**src/hdl/swfp_pkg.sv**
```systemverilog
// ---------------------------------------------------------------------------
// swfp_pkg
// Types and constants shared by the weight frame parser modules.
// ---------------------------------------------------------------------------
package swfp_pkg;

  localparam logic [7:0] HDR_FIRST  = 8'h03;
  localparam logic [7:0] HDR_SECOND = 8'hCE;
  localparam logic [3:0] LEN_SHORT  = 4'd7;
  localparam logic [3:0] LEN_LONG   = 4'd10;
  localparam logic [3:0] COUNT_MAX  = 4'd11;

  // Frame position codes of the header and weight bytes.
  localparam logic [3:0] POS_HDR0 = 4'd0;
  localparam logic [3:0] POS_HDR1 = 4'd1;
  localparam logic [3:0] POS_WHI  = 4'd2;
  localparam logic [3:0] POS_WLO  = 4'd3;

  typedef enum logic [1:0] {
    ST_OK        = 2'd0,
    ST_BAD_FRAME = 2'd1,
    ST_BAD_SUM   = 2'd2
  } swfp_status_t;

  typedef struct packed {
    logic signed [15:0] weight;
    swfp_status_t       status;
    logic               checked;
  } swfp_res_t;

endpackage

```
**src/hdl/swfp_frame_acc.sv**
```systemverilog
// ---------------------------------------------------------------------------
// swfp_frame_acc
// Per-frame state (count, XOR, header flag, weight bytes) and the verdict
// formed when the last byte of a frame is consumed.
// ---------------------------------------------------------------------------
module swfp_frame_acc
  import swfp_pkg::*;
(
  input  logic       clk,
  input  logic       rst_n,
  input  logic [7:0] byte_i,
  input  logic       last_i,
  input  logic       consume_i,
  output swfp_res_t  res_o
);

  logic [3:0] byte_count_r, byte_count_nxt;
  logic [7:0] running_xor_r, running_xor_nxt;
  logic       header_good_r, header_good_nxt;
  logic [7:0] weight_high_r, weight_high_nxt;
  logic [7:0] weight_low_r, weight_low_nxt;

  logic       hdr_now;
  logic [3:0] total;

  // Header flag including the byte now being consumed.
  always_comb begin
    hdr_now = header_good_r;
    if ((byte_count_r == POS_HDR0) && (byte_i != HDR_FIRST)) begin
      hdr_now = 1'b0;
    end
    if ((byte_count_r == POS_HDR1) && (byte_i != HDR_SECOND)) begin
      hdr_now = 1'b0;
    end
  end

  assign total = (byte_count_r < COUNT_MAX) ? (byte_count_r + 4'd1) : COUNT_MAX;

  always_comb begin
    res_o.weight  = 16'sd0;
    res_o.status  = ST_BAD_FRAME;
    res_o.checked = 1'b0;
    if (((total == LEN_SHORT) || (total == LEN_LONG)) && hdr_now) begin
      res_o.weight = $signed({weight_high_r, weight_low_r});
      res_o.status = ST_OK;
      if (byte_i != 8'd0) begin
        res_o.checked = 1'b1;
        if (running_xor_r != byte_i) begin
          res_o.status = ST_BAD_SUM;
        end
      end
    end
  end

  always_comb begin
    byte_count_nxt  = byte_count_r;
    running_xor_nxt = running_xor_r;
    header_good_nxt = header_good_r;
    weight_high_nxt = weight_high_r;
    weight_low_nxt  = weight_low_r;
    if (consume_i) begin
      if (last_i) begin
        byte_count_nxt  = 4'd0;
        running_xor_nxt = 8'd0;
        header_good_nxt = 1'b1;
        weight_high_nxt = 8'd0;
        weight_low_nxt  = 8'd0;
      end else begin
        byte_count_nxt  = total;
        running_xor_nxt = running_xor_r ^ byte_i;
        header_good_nxt = hdr_now;
        if (byte_count_r == POS_WHI) begin
          weight_high_nxt = byte_i;
        end
        if (byte_count_r == POS_WLO) begin
          weight_low_nxt = byte_i;
        end
      end
    end
  end

  always_ff @(posedge clk) begin
    if (!rst_n) begin
      byte_count_r  <= 4'd0;
      running_xor_r <= 8'd0;
      header_good_r <= 1'b1;
      weight_high_r <= 8'd0;
      weight_low_r  <= 8'd0;
    end else begin
      byte_count_r  <= byte_count_nxt;
      running_xor_r <= running_xor_nxt;
      header_good_r <= header_good_nxt;
      weight_high_r <= weight_high_nxt;
      weight_low_r  <= weight_low_nxt;
    end
  end

endmodule

```
**src/hdl/swfp_out_reg.sv**
```systemverilog
// ---------------------------------------------------------------------------
// swfp_out_reg
// Result register holding one verdict until the receiver takes it.
// ---------------------------------------------------------------------------
module swfp_out_reg
  import swfp_pkg::*;
(
  input  logic               clk,
  input  logic               rst_n,
  input  logic               load_i,
  input  swfp_res_t          res_i,
  output logic               free_o,
  output logic               out_valid,
  input  logic               out_stall,
  output logic signed [15:0] out_weight_tenths,
  output logic [1:0]         out_status,
  output logic               out_checksum_checked
);

  logic      out_valid_r, out_valid_nxt;
  swfp_res_t res_r;

  assign free_o = !out_valid_r || !out_stall;

  always_comb begin
    if (load_i) begin
      out_valid_nxt = 1'b1;
    end else begin
      out_valid_nxt = out_valid_r && out_stall;
    end
  end

  always_ff @(posedge clk) begin
    if (!rst_n) begin
      out_valid_r <= 1'b0;
    end else begin
      out_valid_r <= out_valid_nxt;
    end
  end

  always_ff @(posedge clk) begin
    if (load_i) begin
      res_r <= res_i;
    end
  end

  assign out_valid            = out_valid_r;
  assign out_weight_tenths    = res_r.weight;
  assign out_status           = res_r.status;
  assign out_checksum_checked = res_r.checked;

endmodule

```
**src/hdl/scale_weight_frame_parser.sv**
```systemverilog
// ---------------------------------------------------------------------------
// scale_weight_frame_parser
// Parses weight notification frames arriving one byte per request and gives
// one verdict with the signed weight for every frame.
// ---------------------------------------------------------------------------
//
//   Channel  | Direction | Request payload
//   ---------+-----------+------------------------------------------------
//   in_      | input     | data_byte[7:0], last_byte
//   out_     | output    | weight_tenths[15:0] signed, status[1:0], checksum_checked
//
// One byte is taken in every clock cycle while nothing stalls.
// An accepted byte waits in the input register until it is consumed; a last
// byte is consumed only while the output register is free, and its verdict
// is loaded into that register as it is consumed. A last byte is thus held
// in the input register and its verdict in the output register before it shows.
// Reset is synchronous and active low; it clears the frame state and empties
// both registers.
// A stalled output holds its verdict; bytes that are not last still drain
// past it, and only a last byte waits behind a stalled verdict.
// ---------------------------------------------------------------------------
module scale_weight_frame_parser
  import swfp_pkg::*;
(
  input  logic               clk,
  input  logic               rst_n,
  input  logic               in_valid,
  output logic               in_stall,
  input  logic [7:0]         in_data_byte,
  input  logic               in_last_byte,
  output logic               out_valid,
  input  logic               out_stall,
  output logic signed [15:0] out_weight_tenths,
  output logic [1:0]         out_status,
  output logic               out_checksum_checked
);

  // Input register: one byte waiting to be folded into the frame state.
  logic       in_full_r, in_full_nxt;
  logic [7:0] byte_r;
  logic       last_r;

  logic       out_free;
  logic       consume;
  logic       accept;
  swfp_res_t  res;

  // A byte that is not last never produces a verdict, so it may be consumed
  // whatever the output register is doing. A last byte needs room there.
  assign consume  = in_full_r && (!last_r || out_free);
  assign in_stall = in_full_r && !consume;
  assign accept   = in_valid && !in_stall;

  always_comb begin
    if (accept) begin
      in_full_nxt = 1'b1;
    end else begin
      in_full_nxt = in_full_r && !consume;
    end
  end

  always_ff @(posedge clk) begin
    if (!rst_n) begin
      in_full_r <= 1'b0;
    end else begin
      in_full_r <= in_full_nxt;
    end
  end

  always_ff @(posedge clk) begin
    if (accept) begin
      byte_r <= in_data_byte;
      last_r <= in_last_byte;
    end
  end

  // Frame state and the verdict logic sit between the two registers.
  swfp_frame_acc u_frame_acc (
    .clk       (clk),
    .rst_n     (rst_n),
    .byte_i    (byte_r),
    .last_i    (last_r),
    .consume_i (consume),
    .res_o     (res)
  );

  swfp_out_reg u_out_reg (
    .clk                  (clk),
    .rst_n                (rst_n),
    .load_i               (consume && last_r),
    .res_i                (res),
    .free_o               (out_free),
    .out_valid            (out_valid),
    .out_stall            (out_stall),
    .out_weight_tenths    (out_weight_tenths),
    .out_status           (out_status),
    .out_checksum_checked (out_checksum_checked)
  );

endmodule

```
**config.mk**
```make
export PLATFORM = sky130hd
export DESIGN_NAME = scale_weight_frame_parser
export DESIGN_NICKNAME = d
export VERILOG_FILES = /design/src/hdl/swfp_pkg.sv /design/src/hdl/swfp_frame_acc.sv /design/src/hdl/swfp_out_reg.sv /design/src/hdl/scale_weight_frame_parser.sv
export SDC_FILE = /design/constraint.sdc
export NUM_CORES = 1
export LEC_CHECK = 0
export BUFFER_PORTS_ARGS = -buffer_cell sky130_fd_sc_hd__buf_2
export CAP_MARGIN = 20
export CORE_ASPECT_RATIO = 0.9
export CORE_UTILIZATION = 57
export CTS_BUF_LIST = sky130_fd_sc_hd__clkbuf_16
export DETAILED_ROUTE_END_ITERATION = 10
export HOLD_SLACK_MARGIN = 0.1
export PLACE_DENSITY_LB_ADDON = 0.2
export SLEW_MARGIN = 0
export SYNTH_ARGS = -nofsm -noshare
export SYNTH_HDL_FRONTEND = slang
export SYNTH_HIERARCHICAL = 1
export SYNTH_SLANG_ARGS = --single-unit
```
**constraint.sdc**
```tcl
create_clock -name clk -period 2.1 [get_ports clk]
set_input_delay 0 -clock clk [delete_from_list [all_inputs] [get_ports clk]]
set_output_delay 0 -clock clk [all_outputs]
set_load 0.03 [all_outputs]
```
Word-level counts from Yosys, hierarchy flattened
Index checks and enable logic that the tools add are counted.
{"block": "op_classes", "add_sub_neg": 1, "order_cmp": 1, "eq_ne": 8, "n_mux": 14, "n_bitwise": 1, "reduce_logical": 23}
{"cell": "8-bit 2-to-1 mux", "count": 5}
{"cell": "4-bit by 2-bit equality test with 1-bit output (second input constant)", "count": 2}
{"cell": "1-bit logical AND", "count": 8}
{"cell": "4-bit 2-to-1 mux", "count": 2}
{"cell": "8-bit by 2-bit inequality test with 1-bit output (second input constant)", "count": 1}
{"cell": "8-bit inequality test", "count": 1}
{"cell": "8-bit inequality test (second input constant)", "count": 1}
{"cell": "8-bit nonzero test", "count": 1}
{"cell": "8-bit XOR", "count": 1}
{"cell": "2-bit AND reduction", "count": 3}
{"cell": "1-bit zero test", "count": 5}
{"cell": "1-bit 2-to-1 mux", "count": 5}
{"cell": "4-bit by 1-bit adder with 4-bit output (second input constant)", "count": 1}
{"cell": "4-bit by 1-bit equality test with 1-bit output (second input constant)", "count": 1}
{"cell": "4-bit by 3-bit equality test with 1-bit output (second input constant)", "count": 1}
{"cell": "4-bit equality test (second input constant)", "count": 1}
{"cell": "4-bit zero test", "count": 1}
{"cell": "4-bit less-than comparator (second input constant)", "count": 1}
{"cell": "2-bit 2-to-1 mux", "count": 2}
{"cell": "2-bit nonzero test", "count": 2}
{"cell": "1-bit logical OR", "count": 3}
{"block": "word_totals", "ff_bits": 59, "inputBits": 13, "out_inout_bits": 21, "elab_cells": 61}

Depth between registers and ports, before layout
{"block": "depth", "word_depth": 9, "mapped_depth": 9, "ltp_nobuf": 7}

Cells and area by module
The synthesis kept the hierarchy.
{"module": "swfp_frame_acc", "instances": 1, "cells_each": 218, "area_each_um2": 1760.4, "seq_area_each_um2": 580.6}
{"module": "swfp_out_reg", "instances": 1, "cells_each": 23, "area_each_um2": 605.6, "seq_area_each_um2": 590.6}
{"module": "scale_weight_frame_parser", "instances": 1, "cells_each": 16, "area_each_um2": 330.3, "seq_area_each_um2": 290.3}

Worst setup path before layout
Ideal clock, no wire load.
{"block": "synth_timing", "path_kind": "reg2reg", "start": "register u_out_reg.out_valid_r (netlist: u_out_reg/out_valid)", "end": "register u_frame_acc.running_xor_r[0]", "setup_time_ps": 59, "arrival_time_ps": 1788, "required_time_ps": 2041, "slack_ps": 253, "path_stages_with_launch": 9, "path_buffers": 2, "period_less_slack_ps": 1847, "cell_sequence": "dfxtp_1 > nand2_1 > inv_1 > a21boi_0 > clkbuf_1 > clkbuf_1 > nand2_1 > o21ai_0 > and2_1"}
{"block": "synth_between", "elab_chain_len": 4}
{"element": "start: declaration", "line": "swfp_out_reg.sv:20", "text": "logic out_valid_r, out_valid_nxt;"}
{"element": "start signal: assignment", "line": "swfp_out_reg.sv:37", "text": "out_valid_r <= out_valid_nxt;"}
{"element": "1-bit zero test", "line": "swfp_out_reg.sv:23", "text": "assign free_o = !out_valid_r || !out_stall;"}
{"element": "1-bit logical OR", "line": "swfp_out_reg.sv:23"}
{"element": "via out_free", "line": "scale_weight_frame_parser.sv:43", "text": "logic out_free;"}
{"element": "1-bit logical OR", "line": "scale_weight_frame_parser.sv:50", "text": "assign consume = in_full_r && (!last_r || out_free);"}
{"element": "1-bit logical AND", "line": "scale_weight_frame_parser.sv:50"}
{"element": "via consume", "line": "scale_weight_frame_parser.sv:44", "text": "logic consume;"}
{"element": "end signal: assignment", "line": "swfp_frame_acc.sv:91", "text": "running_xor_r <= running_xor_nxt;"}
{"element": "end: declaration", "line": "swfp_frame_acc.sv:18", "text": "logic [7:0] running_xor_r, running_xor_nxt;"}
The timed path passes the listed nets, and every way through them passes these cells.
A chain may end at the register's enable or synchronous reset.

Worst setup path in the final report
{"block": "layout_timing", "start": "register u_frame_acc.byte_count_r[0]", "end": "register u_out_reg.res_r, in the netlist u_out_reg/out_status[1], data pin"}
{"block": "layout_between", "elab_chain_len": 6, "word_cells_on_any_way": 14, "cone_classes": "add/sub: 1; order compare: 1; eq/ne: 3; mux: 3; reduce/logical: 6"}
{"element": "start: declaration", "line": "swfp_frame_acc.sv:17", "text": "logic [3:0] byte_count_r, byte_count_nxt;"}
{"element": "start signal: assignment", "line": "swfp_frame_acc.sv:90", "text": "byte_count_r <= byte_count_nxt;"}
{"element": "4-bit by 1-bit adder with 4-bit output, or another cell as far along", "line": "swfp_frame_acc.sv:37", "text": "assign total = (byte_count_r < COUNT_MAX) ? (byte_count_r + 4'd1) : COUNT_MAX;"}
{"element": "4-bit 2-to-1 mux / 1-bit logical AND (equally long branches)", "line": "swfp_frame_acc.sv:37, swfp_frame_acc.sv:29"}
{"element": "4-bit by 3-bit equality test with 1-bit output, or another cell as far along", "line": "swfp_frame_acc.sv:43", "text": "if (((total == LEN_SHORT) || (total == LEN_LONG)) && hdr_now) begin"}
{"element": "1-bit logical OR / 1-bit 2-to-1 mux (equally long branches)", "line": "swfp_frame_acc.sv:43, swfp_frame_acc.sv:32"}
{"element": "1-bit logical AND *", "line": "swfp_frame_acc.sv:43"}
{"element": "2-bit AND reduction (no line) *"}
{"element": "end signal: assignment", "line": "swfp_out_reg.sv:43", "text": "res_r <= res_i;"}
{"element": "end: declaration", "line": "swfp_out_reg.sv:21", "text": "swfp_res_t res_r;"}
Every way passes the cells marked *; elsewhere a longest branch is shown, timed or not.

==> results.yml <==
floorplan:
  die_x_um: 74.50
  start_util: 0.6006
  core_area_um2: 4489
  die_h_um: 67.25
  rows: 23
  pin_count: 34
  fp.dieArea_um2: 5010
synthesis:
  yosys_register_bits: 59
  synth_edf_count: 28
  yosysWarnings: 6
  synth_compound_area_frac: 0.08167
  synthDistinctLibCells: 40
  synth_area_per_cell_um2: 10.49
  synth_xor_xnor_area_share: 0.02923
  synth_simple_gate_area_frac: 0.2325
  syn_area_um2: 2696
  synthMuxAreaShare: 0.05940
  async_reset_ff_frac: 0
  synth_flop_cell: "dfxtp_1"
  synth_fa_ha_area_frac: 0.01856
  seq_area_frac_synth: 0.5420
  synth_top_family_by_area: "simple AND/OR/NAND/NOR gates"
  syn-num-nets: 274
  synth_cells: 257
routing:
  vias: 1921
  drt-wirelength-per-cell_um: 13.49
  drc_errors: 0
  ant_nets: 0
  viasPerCell: 5.136
  dr.first_iter.drc_count: 79
  drt-total-wl_mm: 5.047
  firstDrtPassIters: 4
clock_network:
  htreeDepth: 3
  cts_buffers: 9
  clock_latency_ns: 0.32
  cts_tree: "yes"
  clock_path_buffers: 2
  cts.sinks: 59
  cts-root-buf: "clkbuf_16"
  clk_pin_slew_ns: 0.05
  post_cts_buffers: 0
global_routing:
  grt_util_all_layers: 0.2360
  grt_pass1_wl_mm: 8.369
  grt_overflow: 0
  grt_pass1_vias: 1798
  grt_max_degree: 31
  antenna_found_initial: 0
worst_setup_path:
  reg2reg_depth: 6
  crit_type: "reg -> reg"
  worstSetupEndpointType: "register"
  critPathArrivalTime_ns: 2.09
  cp-start-kind: "register"
  critPathMaxFanout: 18
  required_ns: 2.27
cells_and_area:
  diodes: 0
  layout-drive-gt1-share: 0.2244
  nets: 324
  nFillCells: 311
  final_util: 0.7500
  multiInputGateArea_um2: 1139
  area_growth_pct: 24.87
  regArea_um2: 1461
power:
  leakagePower_nw: 1.315
  powerDensity_nw_per_um2: 877.7
  ir_drop_uv: 586.8
sta:
  rsz0062_at_grt: "false"
  finalSetupViolCount: 0
  post-route-period-util: 0.9139
  tightest_slew_ns: 0.4600
  hold_viol: 0
  worst_clock_skew_ns: 0.006630
  timing.setup.tns_ns: 0
  relSlewSlack: 0.6905
  period_minus_slack_ns: 1.919
  maxSlewViolCount: 0
  fmax_mhz: 521.1
  fin_ws_ns: 0.1808
worst_hold_path:
  hold_path.class: "in -> reg"
  whs_path_depth: 2
placed_design:
  place_congestion: 0.7777
  dp_hpwl_mm: 3.079
  io_buffer_count: 33
  dp_slack_ns: 0.1764
run:
  maxCapViolCount: 0
status:
  status: "completed"
==> synthesized netlist by cell type, types with 2 or more instances <==
cell type | count | area (um^2)
o21ai_0 | 18 | 90.09
or3b_1 | 2 | 17.52
inv_1 | 5 | 18.77
nor3b_1 | 2 | 15.01
a21oi_1 | 5 | 25.02
nor2b_1 | 29 | 181.4
ha_1 | 4 | 50.05
xnor2_1 | 9 | 78.83
o21ai_2 | 2 | 17.52
nand2_1 | 37 | 138.9
nand3b_1 | 2 | 15.01
nor2_2 | 10 | 62.56
buf_2 | 3 | 15.01
mux2i_1 | 16 | 160.2
nor2_1 | 12 | 45.04
a31oi_1 | 2 | 12.51
and4b_1 | 2 | 20.02
edfxtp_1 | 28 | 840.8
a211oi_1 | 3 | 22.52
clkbuf_1 | 6 | 22.52
nand4_1 | 2 | 12.51
dfxtp_1 | 31 | 620.6
and2_1 | 9 | 56.30
nand2b_1 | 2 | 12.51
==> final timing paths <==
kind | from | endpoint | slack (ns)
max | u_frame_acc/byte_count_r[0] | u_out_reg/out_status[1] | 0.18
min reg2reg | u_frame_acc/header_good_r | u_frame_acc/header_good_r | 0.49
max reg2reg | u_frame_acc/byte_count_r[0] | u_out_reg/out_status[1] | 0.18
min | rst_n | in_full_r | 0.14
==> power by group <==
group          internal (mW)  switching, mW  leakage (nW)
clock network           1.02          0.477         0.158
registers               1.24         0.0261         0.518
logic                 0.0858          0.106         0.639
==> logic make-up (layout without fill, tap and decap cells) <==
group                      Yosys count  in the layout
adders and majority gates            4              4
and+or+nand+nor                    115            115
muxes                               16             16
xor gates and xnor gates             9              9
buffers and inverters               18             73
AOI/OAI and AO/OA                   36             36
DFF                                 59             59
==> layout by cell type, fill, tap and decap left out, types with 3 or more instances in the layout <==
cell type | Yosys | layout
nor2_2 | 10 | 10
dlygate4sd3_1 | 0 | 11
nor2b_1 | 29 | 29
nand2_1 | 37 | 37
o21ai_0 | 18 | 18
mux2i_1 | 16 | 16
nor2_1 | 12 | 12
clkbuf_16 | 0 | 9
dfxtp_1 | 31 | 31
buf_2 | 3 | 33
xnor2_1 | 9 | 9
a21oi_1 | 5 | 5
buf_4 | 1 | 6
and2_1 | 9 | 9
ha_1 | 4 | 3
edfxtp_1 | 28 | 28
inv_1 | 5 | 7
a211oi_1 | 3 | 3
==> area by class of cell <==
| type | instances | share of cell area |
|---|---|---|
| clock inverters | 7 | 0.02527 |
| clock buffers | 9 | 0.06689 |
| multi-input cells | 180 | 0.3382 |
| inverters | 5 | 0.005574 |
| flip-flops and latches | 59 | 0.4340 |
| repair buffers | 52 | 0.1070 |
| well taps | 62 | 0.02304 |
==> state kept, by name, summed over array words and instances (netlist names), 2 cells and up <==
name                         flops
u_out_reg/out_status             2
byte_r                           8
u_frame_acc/running_xor_r        8
u_frame_acc/byte_count_r         4
u_frame_acc/weight_low_r         8
u_frame_acc/weight_high_r        8
u_out_reg/out_weight_tenths     16
==> metrics by stage <==
| stage | hold WS, ns | instance area (um^2) | cells | power, mW |
|---|---|---|---|---|
| floorplan | 0.09887 | 2696 | 257 | 1.402 |
| global placement | 0.1771 | 2944 | 347 | 1.454 |
| detailed placement | 0.1781 | 2944 | 347 | 1.458 |
| CTS | 0.1376 | 3364 | 374 | 2.962 |
| global route | 0.1846 | 3367 | 374 | 3.049 |
| finish | 0.1439 | 3367 | 374 | 2.955 |
==> per-layer routing <==
metal | global-route usage | part of all wire
met1 | 0.2872 | 0.46
met2 | 0.3773 | 0.47
met3 | 0.07612 | 0.047
met4 | 0.1156 | 0.025
met5 | 0 | 0
==> critical path, cell delays in order (launching register included) <==
cell     delay, ns
dfxtp_1       0.47
ha_2          0.29
xnor2_1       0.07
or3_1         0.31
a211o_1       0.31
buf_12        0.17
nor3_2        0.16
==> what timing repair did <==
item                                    CTS  global route
endpoints found under the hold margin    11             0
hold buffers                             11             0
gates resized for setup                   0             1
endpoints found under the setup margin    0             1
No activity file was read; power rests on OpenSTA's default activity.
